File: src/rtl/core/stbs_pkg.sv
// shared types, constants and the microcode rom of the sorted table search core
package stbs_pkg;

  // table geometry
  localparam int TABLE_DEPTH = 1024;
  localparam int IDX_W       = $clog2(TABLE_DEPTH);
  localparam int SIZE_W      = $clog2(TABLE_DEPTH + 1);
  localparam int WORD_W      = 32;

  // request modes
  localparam logic MODE_WRITE  = 1'b0;
  localparam logic MODE_SEARCH = 1'b1;

  // input request
  typedef struct packed {
    logic                     mode;
    logic [IDX_W-1:0]         entry_index;
    logic signed [WORD_W-1:0] entry_value;
    logic signed [WORD_W-1:0] search_key;
  } in_req_t;

  // result request
  typedef struct packed {
    logic             found;
    logic [IDX_W-1:0] position;
  } out_req_t;

  // microprogram steps
  typedef enum logic [2:0] {
    STEP_FETCH   = 3'd0,
    STEP_INIT    = 3'd1,
    STEP_FIRST   = 3'd2,
    STEP_COMPARE = 3'd3,
    STEP_EMIT    = 3'd4
  } step_t;

  // jump conditions
  typedef enum logic [2:0] {
    JC_NONE     = 3'd0,
    JC_SEARCH   = 3'd1,
    JC_EMPTY    = 3'd2,
    JC_DONE     = 3'd3,
    JC_OUT_FREE = 3'd4
  } jcond_t;

  // one control word
  typedef struct packed {
    logic   accept;
    logic   init;
    logic   first;
    logic   compare;
    logic   emit;
    logic   hold;
    jcond_t cond;
    step_t  target;
  } ctrl_word_t;

  // status from datapath to sequencer
  typedef struct packed {
    logic search_acc;
    logic empty;
    logic done;
    logic out_free;
  } stat_t;

  // microcode rom
  function automatic ctrl_word_t ucode_rom(input step_t step);
    ctrl_word_t cw;
    cw = '0;
    cw.cond   = JC_NONE;
    cw.target = STEP_FETCH;
    unique case (step)
      STEP_FETCH: begin
        cw.accept = 1'b1;
        cw.hold   = 1'b1;
        cw.cond   = JC_SEARCH;
        cw.target = STEP_INIT;
      end
      STEP_INIT: begin
        cw.init = 1'b1;
      end
      STEP_FIRST: begin
        cw.first  = 1'b1;
        cw.cond   = JC_EMPTY;
        cw.target = STEP_EMIT;
      end
      STEP_COMPARE: begin
        cw.compare = 1'b1;
        cw.hold    = 1'b1;
        cw.cond    = JC_DONE;
        cw.target  = STEP_EMIT;
      end
      STEP_EMIT: begin
        cw.emit   = 1'b1;
        cw.hold   = 1'b1;
        cw.cond   = JC_OUT_FREE;
        cw.target = STEP_FETCH;
      end
      default: begin
        cw.cond   = JC_NONE;
        cw.hold   = 1'b0;
        cw.target = STEP_FETCH;
      end
    endcase
    return cw;
  endfunction

endpackage

File: src/rtl/core/stbs_seq.sv
// microcode sequencer: step counter, control rom and conditional jumps
module stbs_seq import stbs_pkg::*; (
  input  logic       clk,
  input  logic       rst_n,
  input  stat_t      stat,
  output ctrl_word_t cw
);

  step_t step_r, step_nxt;
  logic  jump;

  // control word of the current step
  assign cw = ucode_rom(step_r);

  // jump condition select
  always_comb begin
    unique case (cw.cond)
      JC_NONE:     jump = 1'b0;
      JC_SEARCH:   jump = stat.search_acc;
      JC_EMPTY:    jump = stat.empty;
      JC_DONE:     jump = stat.done;
      JC_OUT_FREE: jump = stat.out_free;
      default:     jump = 1'b0;
    endcase
  end

  // next step
  always_comb begin
    priority if (jump) begin
      step_nxt = cw.target;
    end else if (cw.hold) begin
      step_nxt = step_r;
    end else begin
      step_nxt = step_t'(step_r + 3'd1);
    end
  end

  // step counter
  always_ff @(posedge clk) begin
    if (!rst_n) begin
      step_r <= STEP_FETCH;
    end else begin
      step_r <= step_nxt;
    end
  end

endmodule

File: config.mk
export PLATFORM = sky130hd
export DESIGN_NAME = stbs_seq
export DESIGN_NICKNAME = d
export VERILOG_FILES = /design/src/rtl/core/stbs_pkg.sv /design/src/rtl/core/stbs_seq.sv
export SDC_FILE = /design/constraint.sdc
export NUM_CORES = 1
export LEC_CHECK = 0
export ABC_AREA = 1
export BUFFER_PORTS_ARGS = -buffer_cell sky130_fd_sc_hd__buf_2
export CAP_MARGIN = 5
export CELL_PAD_IN_SITES_DETAIL_PLACEMENT = 0
export CELL_PAD_IN_SITES_GLOBAL_PLACEMENT = 2
export CORE_MARGIN = 5
export CORE_UTILIZATION = 24
export DETAILED_ROUTE_END_ITERATION = 10
export GPL_TIMING_DRIVEN = 1
export PLACE_DENSITY_LB_ADDON = 0.3
export SYNTH_ARGS = -nofsm -noshare
export SYNTH_HDL_FRONTEND = slang
export SYNTH_SLANG_ARGS = --single-unit
File: constraint.sdc
create_clock -name clk -period 4.1 [get_ports clk]
set_input_delay 0.615 -clock clk [delete_from_list [all_inputs] [get_ports clk]]
set_output_delay 0.615 -clock clk [all_outputs]
set_load 0.01 [all_outputs]
Yosys cells after proc, flatten, opt, wreduce, memory -nomap -nowiden:

Cells that the tools add are included.

* add/subtract/negate cells: 1
* multiply operators: 0
* divide/modulo/power cells: 0
* $lt $le $gt $ge: 0
* eq/ne operators: 9
* shifts and indexed selects: 0
* multiplexer cells: 10
* bitwise logic cells: 0
* reductions and logical operators: 2

Operator list (count)
* 6-bit case mux with 4 select lines: 1
* 3-bit by 2-bit == test with 1-bit output, second input constant: 4
* 3-bit by 1-bit == test with 1-bit output, second input constant: 2
* 3-bit == test, second input constant: 2
* 1-bit 2-to-1 mux: 6
* 3-bit 2-to-1 mux: 2
* 1-bit case mux with 4 select lines: 1
* 3-bit by 1-bit adder with 3-bit output, second input constant: 1
* 3-bit logical NOT: 1
* 3-bit OR reduction: 1
* 2-bit by 1-bit != test with 1-bit output, second input constant: 1

* bits in registers: 3
* latch bits: 0
* memory bits (writable): 0
* memory bits (read-only): 0
* input bits: 6
* output and inout bits: 12
* memories kept: 0

Logic depth before layout (Yosys ltp):

Gate-level depths: netlist (run 1).

* word-level depth: 5
* mapped depth: 13

Worst setup path after synthesis (run 1):

OpenSTA, ideal clock, no wires.

* path kind: reg-to-output
* from: register step_r[1]
* to: output port cw[4] (netlist bit)
* arrival time: 1.292 ns
* data required time: 3.485 ns
* setup slack: 2.193 ns
* cell stages (with the launch flop): 8
* cells stage by stage: dfxtp_1 -> ha_1 -> ha_1 -> inv_1 -> nand2_1 -> nand2_2 -> inv_1 -> buf_4

RTL lines
* from (decl): RTL line stbs_seq.sv:9 `step_t step_r, step_nxt;`
* from (signal assigned): RTL line stbs_seq.sv:43 `step_r <= step_nxt;`
* to (decl): RTL line stbs_seq.sv:6 `output ctrl_word_t cw`

==> impl_metrics.csv, run 1 <==
group,metric,value,unit
critical_path,cpLargestDelayFamily,"adder cells",
critical_path,cp_cell_sequence,"ha_1, ha_1, inv_1, nand2_1, nand2_2, inv_1, buf_2",
layout,largest_reg_flops,3,
place,dp.cells,103,
critical_path,worstPathRequired,3480,ps
critical_path,rr_worst_depth,13,
power_and_ir_drop,p_per_area,630,mW/mm^2
logic_synthesis,synth.top_cell.area_share,0.147,
layout,design_area,533,um^2
logic_synthesis,syn_area_per_cell,6.45,um^2
logic_synthesis,synth_edf_count,0,
place,io_buffers,16,
critical_path,critPathSlowestCell,"dfxtp_1",
layout,reg_top3,"step_r x3",
layout,final_nets,94,
logic_synthesis,synth_area_leaders,"ha_1, dfxtp_1, inv_1, nand2_1, nand2_2",
critical_path,cpPeakStageDelay,410,ps
routing,wl,883,um
cts,cts_resized,0,
global_route,grt_pass1_wl,1390,um
global_route,grt_overflow,0,
die,dieArea,0.00271,mm^2
logic_synthesis,yosysWarnings,0,
sta,max_freq,0.468,GHz
logic_synthesis,seq_area_frac_synth,0.141,
routing,firstDrtPassIters,4,
logic_synthesis,synth_cells,66,
worst_hold_path,min_path_type,"flip-flop to flip-flop",
critical_path,r2r_slack,2400,ps
sta,skew,4.60,ps
logic_synthesis,synth_common_cells,"inv_1, nand2_1, nand2_2",
place,hpwl,788,um
logic_synthesis,syn-num-nets,77,
cts,cts-buffers-inserted,3,
logic_synthesis,synth_cell_types,19,
die,die_w,52.1,um
status,run_status,"completed",
cts,cts_tree,"done",
critical_path,crit_buf_inv,3,
logic_synthesis,synth-seq-cells,3,
logic_synthesis,netlist_area,425,um^2
place,place_congestion,0.782,
sta,fin_crit_sh,0.521,
logic_synthesis,synth_top_area_cell,"ha_1",
die,start_util,0.249,
critical_path,critical_path_class,"flip-flop to output pin",
power_and_ir_drop,p_leak,0.323,nW
routing,drtAntennaViolNets,0,
logic_synthesis,async_reset_ff_frac,0,
sta,period_needed,2140,ps
sta,hold_violations,0,
cts,clock-root-buffer,"clkbuf_4",
cts,clk_pin_slew,30,ps
sta,setup_tns,0,ps
sta,rsz0062_at_grt,"no",
critical_path,cp-start-kind,"flip-flop",
layout,fillers,200,
critical_path,cp_num_cells,7,
routing,drtIter0Drc,4,
critical_path,worst_r2r_endpoint,"step_r[0]",
layout,drive_above_1_share,0.451,
sta,drv_slew,0,
sta,holdWs,625,ps
power_and_ir_drop,p_total,0.336,mW
sta,finalSetupViolCount,0,
critical_path,rr_startpoint,"step_r[1]",
critical_path,cp.arrival,1520,ps
die,rows,15,
cts,cts_setup_buffers,0,
power_and_ir_drop,peakVddDrop,286,uV
layout,area_growth,25.3,%
critical_path,worstSetupEndpointType,"output pin",
cts,clockBufferDepth,2,
logic_synthesis,synthFlopType,"dfxtp_1",
cts,cts_hold_buf,0,
critical_path,crit_path_end,"cw[2]",
routing,vias,402,
global_route,grt_usage,0.0689,
global_route,antenna_found_initial,0,
place,dpl_cell_area,507,um^2
layout,antenna_cells,0,
layout,post_layout_nonfiller_instances,107,
routing,drc,0,
cts,clk_latency,230,ps
routing,wl_per_cell,8.25,um
die,fp.dieH,52.1,um
cts,cts_sinks,3,
critical_path,crit_fanout,5,
job,drv_cap,0,
routing,routed_via_density,3.76,
global_route,grt_max_degree,6,
die,fp.coreArea,0.00171,mm^2
layout,top_register,"step_r",
critical_path,startpoint,"step_r[1]",
global_route,grt_pass1_vias,370,
die,num_io_pins,18,
cts,htreeDepth,1,
kinds of logic after synthesis:
| kind of cell | count (synthesis) | share of synthesized area |
|---|---|---|
| AO/OA/AOI/OAI | 5 | 0.0676 |
| adder cells (fa/ha/maj) | 5 | 0.147 |
| buffers and inverters | 19 | 0.209 |
| flip-flops | 3 | 0.141 |
| other | 1 | 0.00882 |
| AND/OR/NAND/NOR | 33 | 0.426 |
report_power, final:
group	total (mW)	switching, mW	internal, mW
Sequential	0.0480	0.0103	0.0377
Clock	0.0508	0.0144	0.0364
Combinational	0.237	0.147	0.0903
Total	0.336	0.172	0.164
routing by layer:
| layer | part of all wire | routed length (um) | vias up | GRT usage |
|---|---|---|---|---|
| li1 | - | - | 222 | - |
| met1 | 0.45 | 398 | 165 | 0.0752 |
| met2 | 0.44 | 388 | 15 | 0.109 |
| met3 | 0.11 | 96 | 0 | 0.0487 |
| met4 | 0 | 0 | 0 | 0.0131 |
| met5 | 0 | 0 | - | 0 |
cells in the final DEF (no fill, tap or decap), types with 2 or more instances in the layout:
cell      instances
ha_1              5
nor2_2            4
a21oi_1           3
buf_2            16
nor2_1            3
inv_1            13
nand2_2           6
nand2_1          13
clkbuf_4          3
nand2_4           2
nand3_1           2
dfxtp_1           3
worst min-delay path by stage:
| stage | endpoint | cells after the start | slack (ps) | start |
|---|---|---|---|---|
| finish | step_r[1] | 4 | 630 | step_r[1] |
| global route | step_r[0] | 3 | 650 | rst_n |
| CTS | step_r[1] | 4 | 630 | step_r[1] |
| detailed placement | step_r[1] | 4 | 630 | step_r[1] |
| global placement | step_r[1] | 4 | 650 | step_r[1] |
| floorplan | step_r[1] | 4 | 580 | step_r[1] |
worst reg2reg max path, cell delays in order, from the launching register on:
cell and delay, ps:
dfxtp_1 410, ha_1 230, ha_1 180, inv_1 80
nand2_1 90, nand2_2 60, nor2_2 90, nand2_1 60
nand2_2 80, nand3_2 100, nand2_1 70, nand2_1 50
inv_1 60, nor2_2 40
metrics by stage:
stage               utilization  setup slack (ps)
CTS                       0.312              1940
global route              0.312              1830
floorplan                     -              2190
finish                    0.312              1960
global placement          0.297              2160
detailed placement        0.297              2190
layout make-up:
cell class / instances / area [um^2] / share of cell area
Inverter: 15 / 58.8 / 0.110
Multi-Input combinational cell: 44 / 277 / 0.519
Sequential cell: 3 / 60.1 / 0.113
Clock buffer: 4 / 26.3 / 0.0493
Timing Repair Buffer: 16 / 80.1 / 0.150
Tap cell: 25 / 31.3 / 0.0587
No activity file was read; power rests on OpenSTA's default activity.
==> run 2, diff against run 1 <==
--- a/config.mk
+++ b/config.mk
@@ -11,7 +11,7 @@
 export CELL_PAD_IN_SITES_DETAIL_PLACEMENT = 0
 export CELL_PAD_IN_SITES_GLOBAL_PLACEMENT = 2
 export CORE_MARGIN = 5
-export CORE_UTILIZATION = 24
+export CORE_UTILIZATION = 22
 export DETAILED_ROUTE_END_ITERATION = 10
 export GPL_TIMING_DRIVEN = 1
 export PLACE_DENSITY_LB_ADDON = 0.3
==> constraint.sdc (replaced) <==
create_clock -name clk -period 2.05 [get_ports clk]
set_input_delay 0.3075 -clock clk [delete_from_list [all_inputs] [get_ports clk]]
set_output_delay 0.3075 -clock clk [all_outputs]
set_load 0.01 [all_outputs]
==> run 2 against run 1 <==
Via count shrank 1.7%. Worst hold slack worse by 290 ps. Critical path depth unchanged. Critical path type unchanged. Largest power group unchanged.
==> impl_metrics.csv, run 2 (synthesized netlist as in run 1, its figures left out) <==
group,metric,value,unit
sta,skew,1.97,ps
die,dieArea,0.00291,mm^2
cts,cts-buffers-inserted,3,
global_route,use_met1,0.0829,
sta,rsz0062_at_grt,"no",
critical_path,worstSetupEndpointType,"output pin",
sta,finalSetupViolCount,0,
worst_hold_path,min_path_type,"primary input to flip-flop",
power_and_ir_drop,peakVddDrop,354,uV
global_route,antenna_found_initial,0,
cts,cts_setup_buffers,0,
critical_path,cp.arrival,1490,ps
global_route,grt_pass1_vias,352,
layout,final_cell_mix,"buf_2, inv_1, nand2_1",
critical_path,critical_path_class,"flip-flop to output pin",
layout,top_register,"step_r",
die,start_util,0.224,
critical_path,cpPeakStageDelay,350,ps
layout,drive_above_1_share,0.451,
layout,post_layout_nonfiller_instances,109,
sta,holdWs,333,ps
sta,fin_crit_sh,0.878,
die,fp.coreArea,0.00190,mm^2
layout,fillers,228,
place,io_buffers,16,
layout,area_growth,25.9,%
die,rows,16,
routing,wl,928,um
sta,setup_tns,0,ps
global_route,grt_usage,0.0733,
place,hpwl,782,um
routing,vias,395,
cts,clk_latency,230,ps
layout,antenna_cells,0,
global_route,grt_pass1_wl,1440,um
routing,drc,0,
critical_path,worstPathRequired,1740,ps
power_and_ir_drop,p_per_area,1260,mW/mm^2
routing,firstDrtPassIters,2,
cts,clk_pin_slew,40,ps
critical_path,cpLargestDelayFamily,"adder cells",
cts,htreeDepth,1,
sta,hold_violations,0,
cts,cts_tree,"done",
sta,max_freq,0.555,GHz
layout,final_nets,94,
critical_path,crit_buf_inv,3,
die,num_io_pins,18,
routing,drtAntennaViolNets,0,
global_route,grt_max_degree,6,
global_route,use_met2,0.103,
critical_path,critPathSlowestCell,"dfxtp_1",
die,fp.dieH,54.0,um
power_and_ir_drop,p_leak,0.323,nW
critical_path,cp_cell_sequence,"ha_1, ha_1, inv_1, nand2_1, nand2_2, inv_1, buf_2",
critical_path,crit_fanout,5,
routing,drtIter0Drc,2,
job,drv_cap,0,
layout,reg_top3,"step_r x3",
layout,mostFrequentLayoutCell,"buf_2",
sta,drv_slew,0,
layout,largest_reg_flops,3,
routing,routed_via_density,3.62,
place,dp.cells,105,
cts,clockBufferDepth,2,
power_and_ir_drop,p_total,0.676,mW
global_route,grt_overflow,0,
critical_path,cp-start-kind,"flip-flop",
sta,period_needed,1800,ps
die,die_w,54.0,um
cts,cts_resized,0,
cts,clock-root-buffer,"clkbuf_4",
cts,cts_sinks,3,
global_route,grt_busiest_layer,"met2",
status,run_status,"completed",
place,place_congestion,0.702,
routing,wl_per_cell,8.51,um
global_route,grtUsageMet3,0.0249,
cts,cts_hold_buf,0,
==> run 2: cell counts in the layout (fill, tap and decap cells not counted) <==
Identical to the previous run, type by type.
==> run 2: final timing paths <==
kind                                 from         to  slack [ps]  cells after the start
worst min register to register  step_r[1]  step_r[1]         620                      4
worst min-delay path                rst_n  step_r[0]         330                      3
worst max-delay path            step_r[0]      cw[4]         250                      7
worst max register to register  step_r[1]  step_r[0]         360                     13
==> run 2: cell type report <==
| class | count | area, um^2 | share of cell area |
|---|---|---|---|
| clock buffer | 4 | 26.3 | 0.0491 |
| inverter | 15 | 58.8 | 0.110 |
| multi-input combinational | 44 | 277 | 0.516 |
| sequential | 3 | 60.1 | 0.112 |
| tap | 27 | 33.8 | 0.0631 |
| timing repair buffer | 16 | 80.1 | 0.150 |
==> run 2: metrics by stage <==
| step | util | cell area [um^2] | setup WS (ps) |
|---|---|---|---|
| floorplan | - | 425 | 438 |
| global placement | 0.268 | 509 | 359 |
| detailed placement | 0.268 | 509 | 362 |
| CTS | 0.282 | 536 | 220 |
| global route | 0.282 | 536 | 108 |
| finish | 0.282 | 536 | 250 |
==> run 2: worst min-delay path, cell delays in order <==
cell and delay (ps):
buf_2 100, nand2_1 70, nor2_2 40
==> run 2: routing by layer <==
metal	up-vias	wire length (um)
met2	11	418
met3	2	94
li1	220	-
met1	162	406
met4	0	8
met5	-	0
==> run 2: power by group <==
group,switching (mW),total (mW),internal [mW]
clock,0.0316,0.105,0.0730
combinational,0.294,0.474,0.180
sequential,0.0219,0.0972,0.0753
==> run 3, diff against run 2 <==
--- a/config.mk
+++ b/config.mk
@@ -11,7 +11,7 @@
 export CELL_PAD_IN_SITES_DETAIL_PLACEMENT = 0
 export CELL_PAD_IN_SITES_GLOBAL_PLACEMENT = 2
 export CORE_MARGIN = 5
-export CORE_UTILIZATION = 22
+export CORE_UTILIZATION = 20
 export DETAILED_ROUTE_END_ITERATION = 10
 export GPL_TIMING_DRIVEN = 1
 export PLACE_DENSITY_LB_ADDON = 0.3
==> constraint.sdc (replaced) <==
create_clock -name clk -period 1.5 [get_ports clk]
set_input_delay 0.225 -clock clk [delete_from_list [all_inputs] [get_ports clk]]
set_output_delay 0.225 -clock clk [all_outputs]
set_load 0.01 [all_outputs]
==> run 3 against run 2 <==
The run now ends with negative setup slack left. Clock power rose by 30%. Die area is 8.1% higher. Register-to-register slack worse by 380 ps. Clock skew about the same. Global-route usage up 0.39 points. Sequential cell count unchanged. Sequential share of layout area shrank 2.4 points. Sequential power rose by 49%. Critical path type unchanged. Largest cell class unchanged. Largest power group unchanged.
==> impl_metrics.csv, run 3 (synthesized netlist as in run 1, its figures left out) <==
group,metric,value,unit
layout,design_area,769,um^2
critical_path,worstPathRequired,1270,ps
layout,antenna_cells,0,
routing,drtIter0Drc,6,
sta,fin_crit_sh,1.05,
routing,wl_per_cell,9.02,um
layout,area_growth,80.9,%
routing,firstDrtPassIters,2,
global_route,antenna_found_initial,0,
cts,clockBufferDepth,2,
routing,drc,0,
die,start_util,0.213,
cts,cts_tree,"done",
cts,htreeDepth,1,
sta,finalSetupViolCount,5,
die,dieArea,0.00315,mm^2
routing,routed_via_density,3.82,
worst_hold_path,hold_path_depth,3,
global_route,grt_pass1_wl,1900,um
place,dpl_cell_area,609,um^2
die,die_w,56.1,um
worst_hold_path,min_path_type,"primary input to flip-flop",
layout,post_layout_nonfiller_instances,124,
place,place_congestion,0.721,
global_route,grt_usage,0.0772,
die,num_io_pins,18,
layout,multi_input_area,345,um^2
sta,max_freq,0.635,GHz
place,hpwl,952,um
critical_path,rr_worst_depth,14,
critical_path,cp.arrival,1350,ps
sta,setup_tns,-300,ps
power_and_ir_drop,p_leak,0.403,nW
layout,reg_top3,"step_r x3",
layout,mostFrequentLayoutCell,"buf_2",
status,run_status,"finished, violations left",
layout,drive_above_1_share,0.680,
job,drv_cap,0,
critical_path,r2r_slack,-20,ps
global_route,grt_max_degree,6,
sta,drv_slew,0,
power_and_ir_drop,peakVddDrop,667,uV
global_route,grt_pass1_vias,460,
cts,clk_latency,230,ps
layout,final_cell_mix,"buf_2, nand2_1, buf_4",
worst_hold_path,holdCritStartpoint,"rst_n",
layout,largest_reg_flops,3,
place,pre_cts_ws,-73.2,ps
sta,hold_violations,0,
worst_hold_path,whs_endpoint,"step_r[0]",
cts,cts-buffers-inserted,3,
sta,rsz0062_at_grt,"yes",
sta,fin_ws,-74.3,ps
layout,final_nets,109,
sta,holdWs,254,ps
critical_path,crit_fanout,4,
critical_path,cp-start-kind,"flip-flop",
global_route,grt_overflow,0,
die,fp.coreArea,0.00200,mm^2
critical_path,worst_r2r_endpoint,"step_r[0]",
routing,wl,1120,um
layout,fillers,228,
layout,layout.area.seq,67.6,um^2
cts,cts_sinks,3,
layout,top_register,"step_r",
sta,skew,1.68,ps
critical_path,critical_path_class,"flip-flop to output pin",
cts,cts_hold_buf,0,
critical_path,critPathSlowestCell,"dfxtp_4",
critical_path,worstSetupEndpointType,"output pin",
place,dp.cells,116,
cts,clock-root-buffer,"clkbuf_4",
die,fp.dieH,56.1,um
sta,period_needed,1570,ps
cts,clk_pin_slew,30,ps
die,rows,16,
status,violations,"negative setup slack",
routing,drtAntennaViolNets,0,
critical_path,cpMostUsedCell,"ha_4",
critical_path,cp_cell_sequence,"ha_4, ha_4, inv_4, nand2_1, nand2_2, buf_4, inv_1, buf_2",
critical_path,rr_startpoint,"step_r[0]",
power_and_ir_drop,p_per_area,1560,mW/mm^2
critical_path,cpPeakStageDelay,360,ps
place,io_buffers,16,
routing,vias,474,
-- run 3: cell types whose count changed in the layout (fill, tap and decap cells not counted), moves of 2 or more --
cell     previous run  this run
inv_4               1         4
buf_2              16        13
nand2_1            13        11
dfxtp_4             0         2
buf_4               0        10
ha_4                0         3
buf_6               0         8
dfxtp_1             3         1
inv_1              13         9
ha_1                5         1
-- run 3: area by class of cell --
cell class,count,area share
multi-input cells,44,0.449
repair buffers,31,0.299
well taps,27,0.0439
flip-flops and latches,3,0.0878
inverters,15,0.0862
clock buffers,4,0.0341
-- run 3: per-stage QoR --
stage | total power [mW] | utilization
after floorplan | 0.663 | -
after global routing | 1.32 | 0.384
final | 1.20 | 0.384
after global placement | 0.932 | 0.304
after CTS | 1.17 | 0.371
after detailed placement | 0.930 | 0.304
-- run 3: worst max-delay path by stage --
stage,startpoint,to,slack [ps],cells past startpoint
after floorplan,step_r[1],step_r[0],20,13
after global placement,step_r[0],step_r[0],-80,13
after detailed placement,step_r[0],step_r[0],-70,14
after CTS,step_r[0],cw[3],-80,8
after global routing,step_r[0],step_r[0],-150,13
final,step_r[0],cw[3],-70,8
-- run 3: repair_timing --
action / 4_1_cts / 5_1_grt
setup endpoints to repair: 9 / 10
setup buffers: 4 / 0
resized for setup: 21 / 7
pin swaps: 4 / 1
-- run 3: layer usage --
metal,GRT usage,vias up,wire length (um),part of all wire
li1,-,252,-,-
met3,0.0255,2,82,0.073
met5,0,-,0,0
met4,0.0407,0,16,0.014
met1,0.0862,205,474,0.42
met2,0.129,15,547,0.49
-- run 3: power breakdown --
group | internal (mW) | switching (mW)
sequential | 0.110 | 0.0343
combinational | 0.420 | 0.497
clock | 0.0993 | 0.0365
total | 0.629 | 0.568
-- run 3: worst max-delay path: cells and delay by family, from the launching register on --
family	cells	cell delay, ps
fa+ha+maj	2	330
buf+inv	4	310
flops	1	360
simple gates	2	120
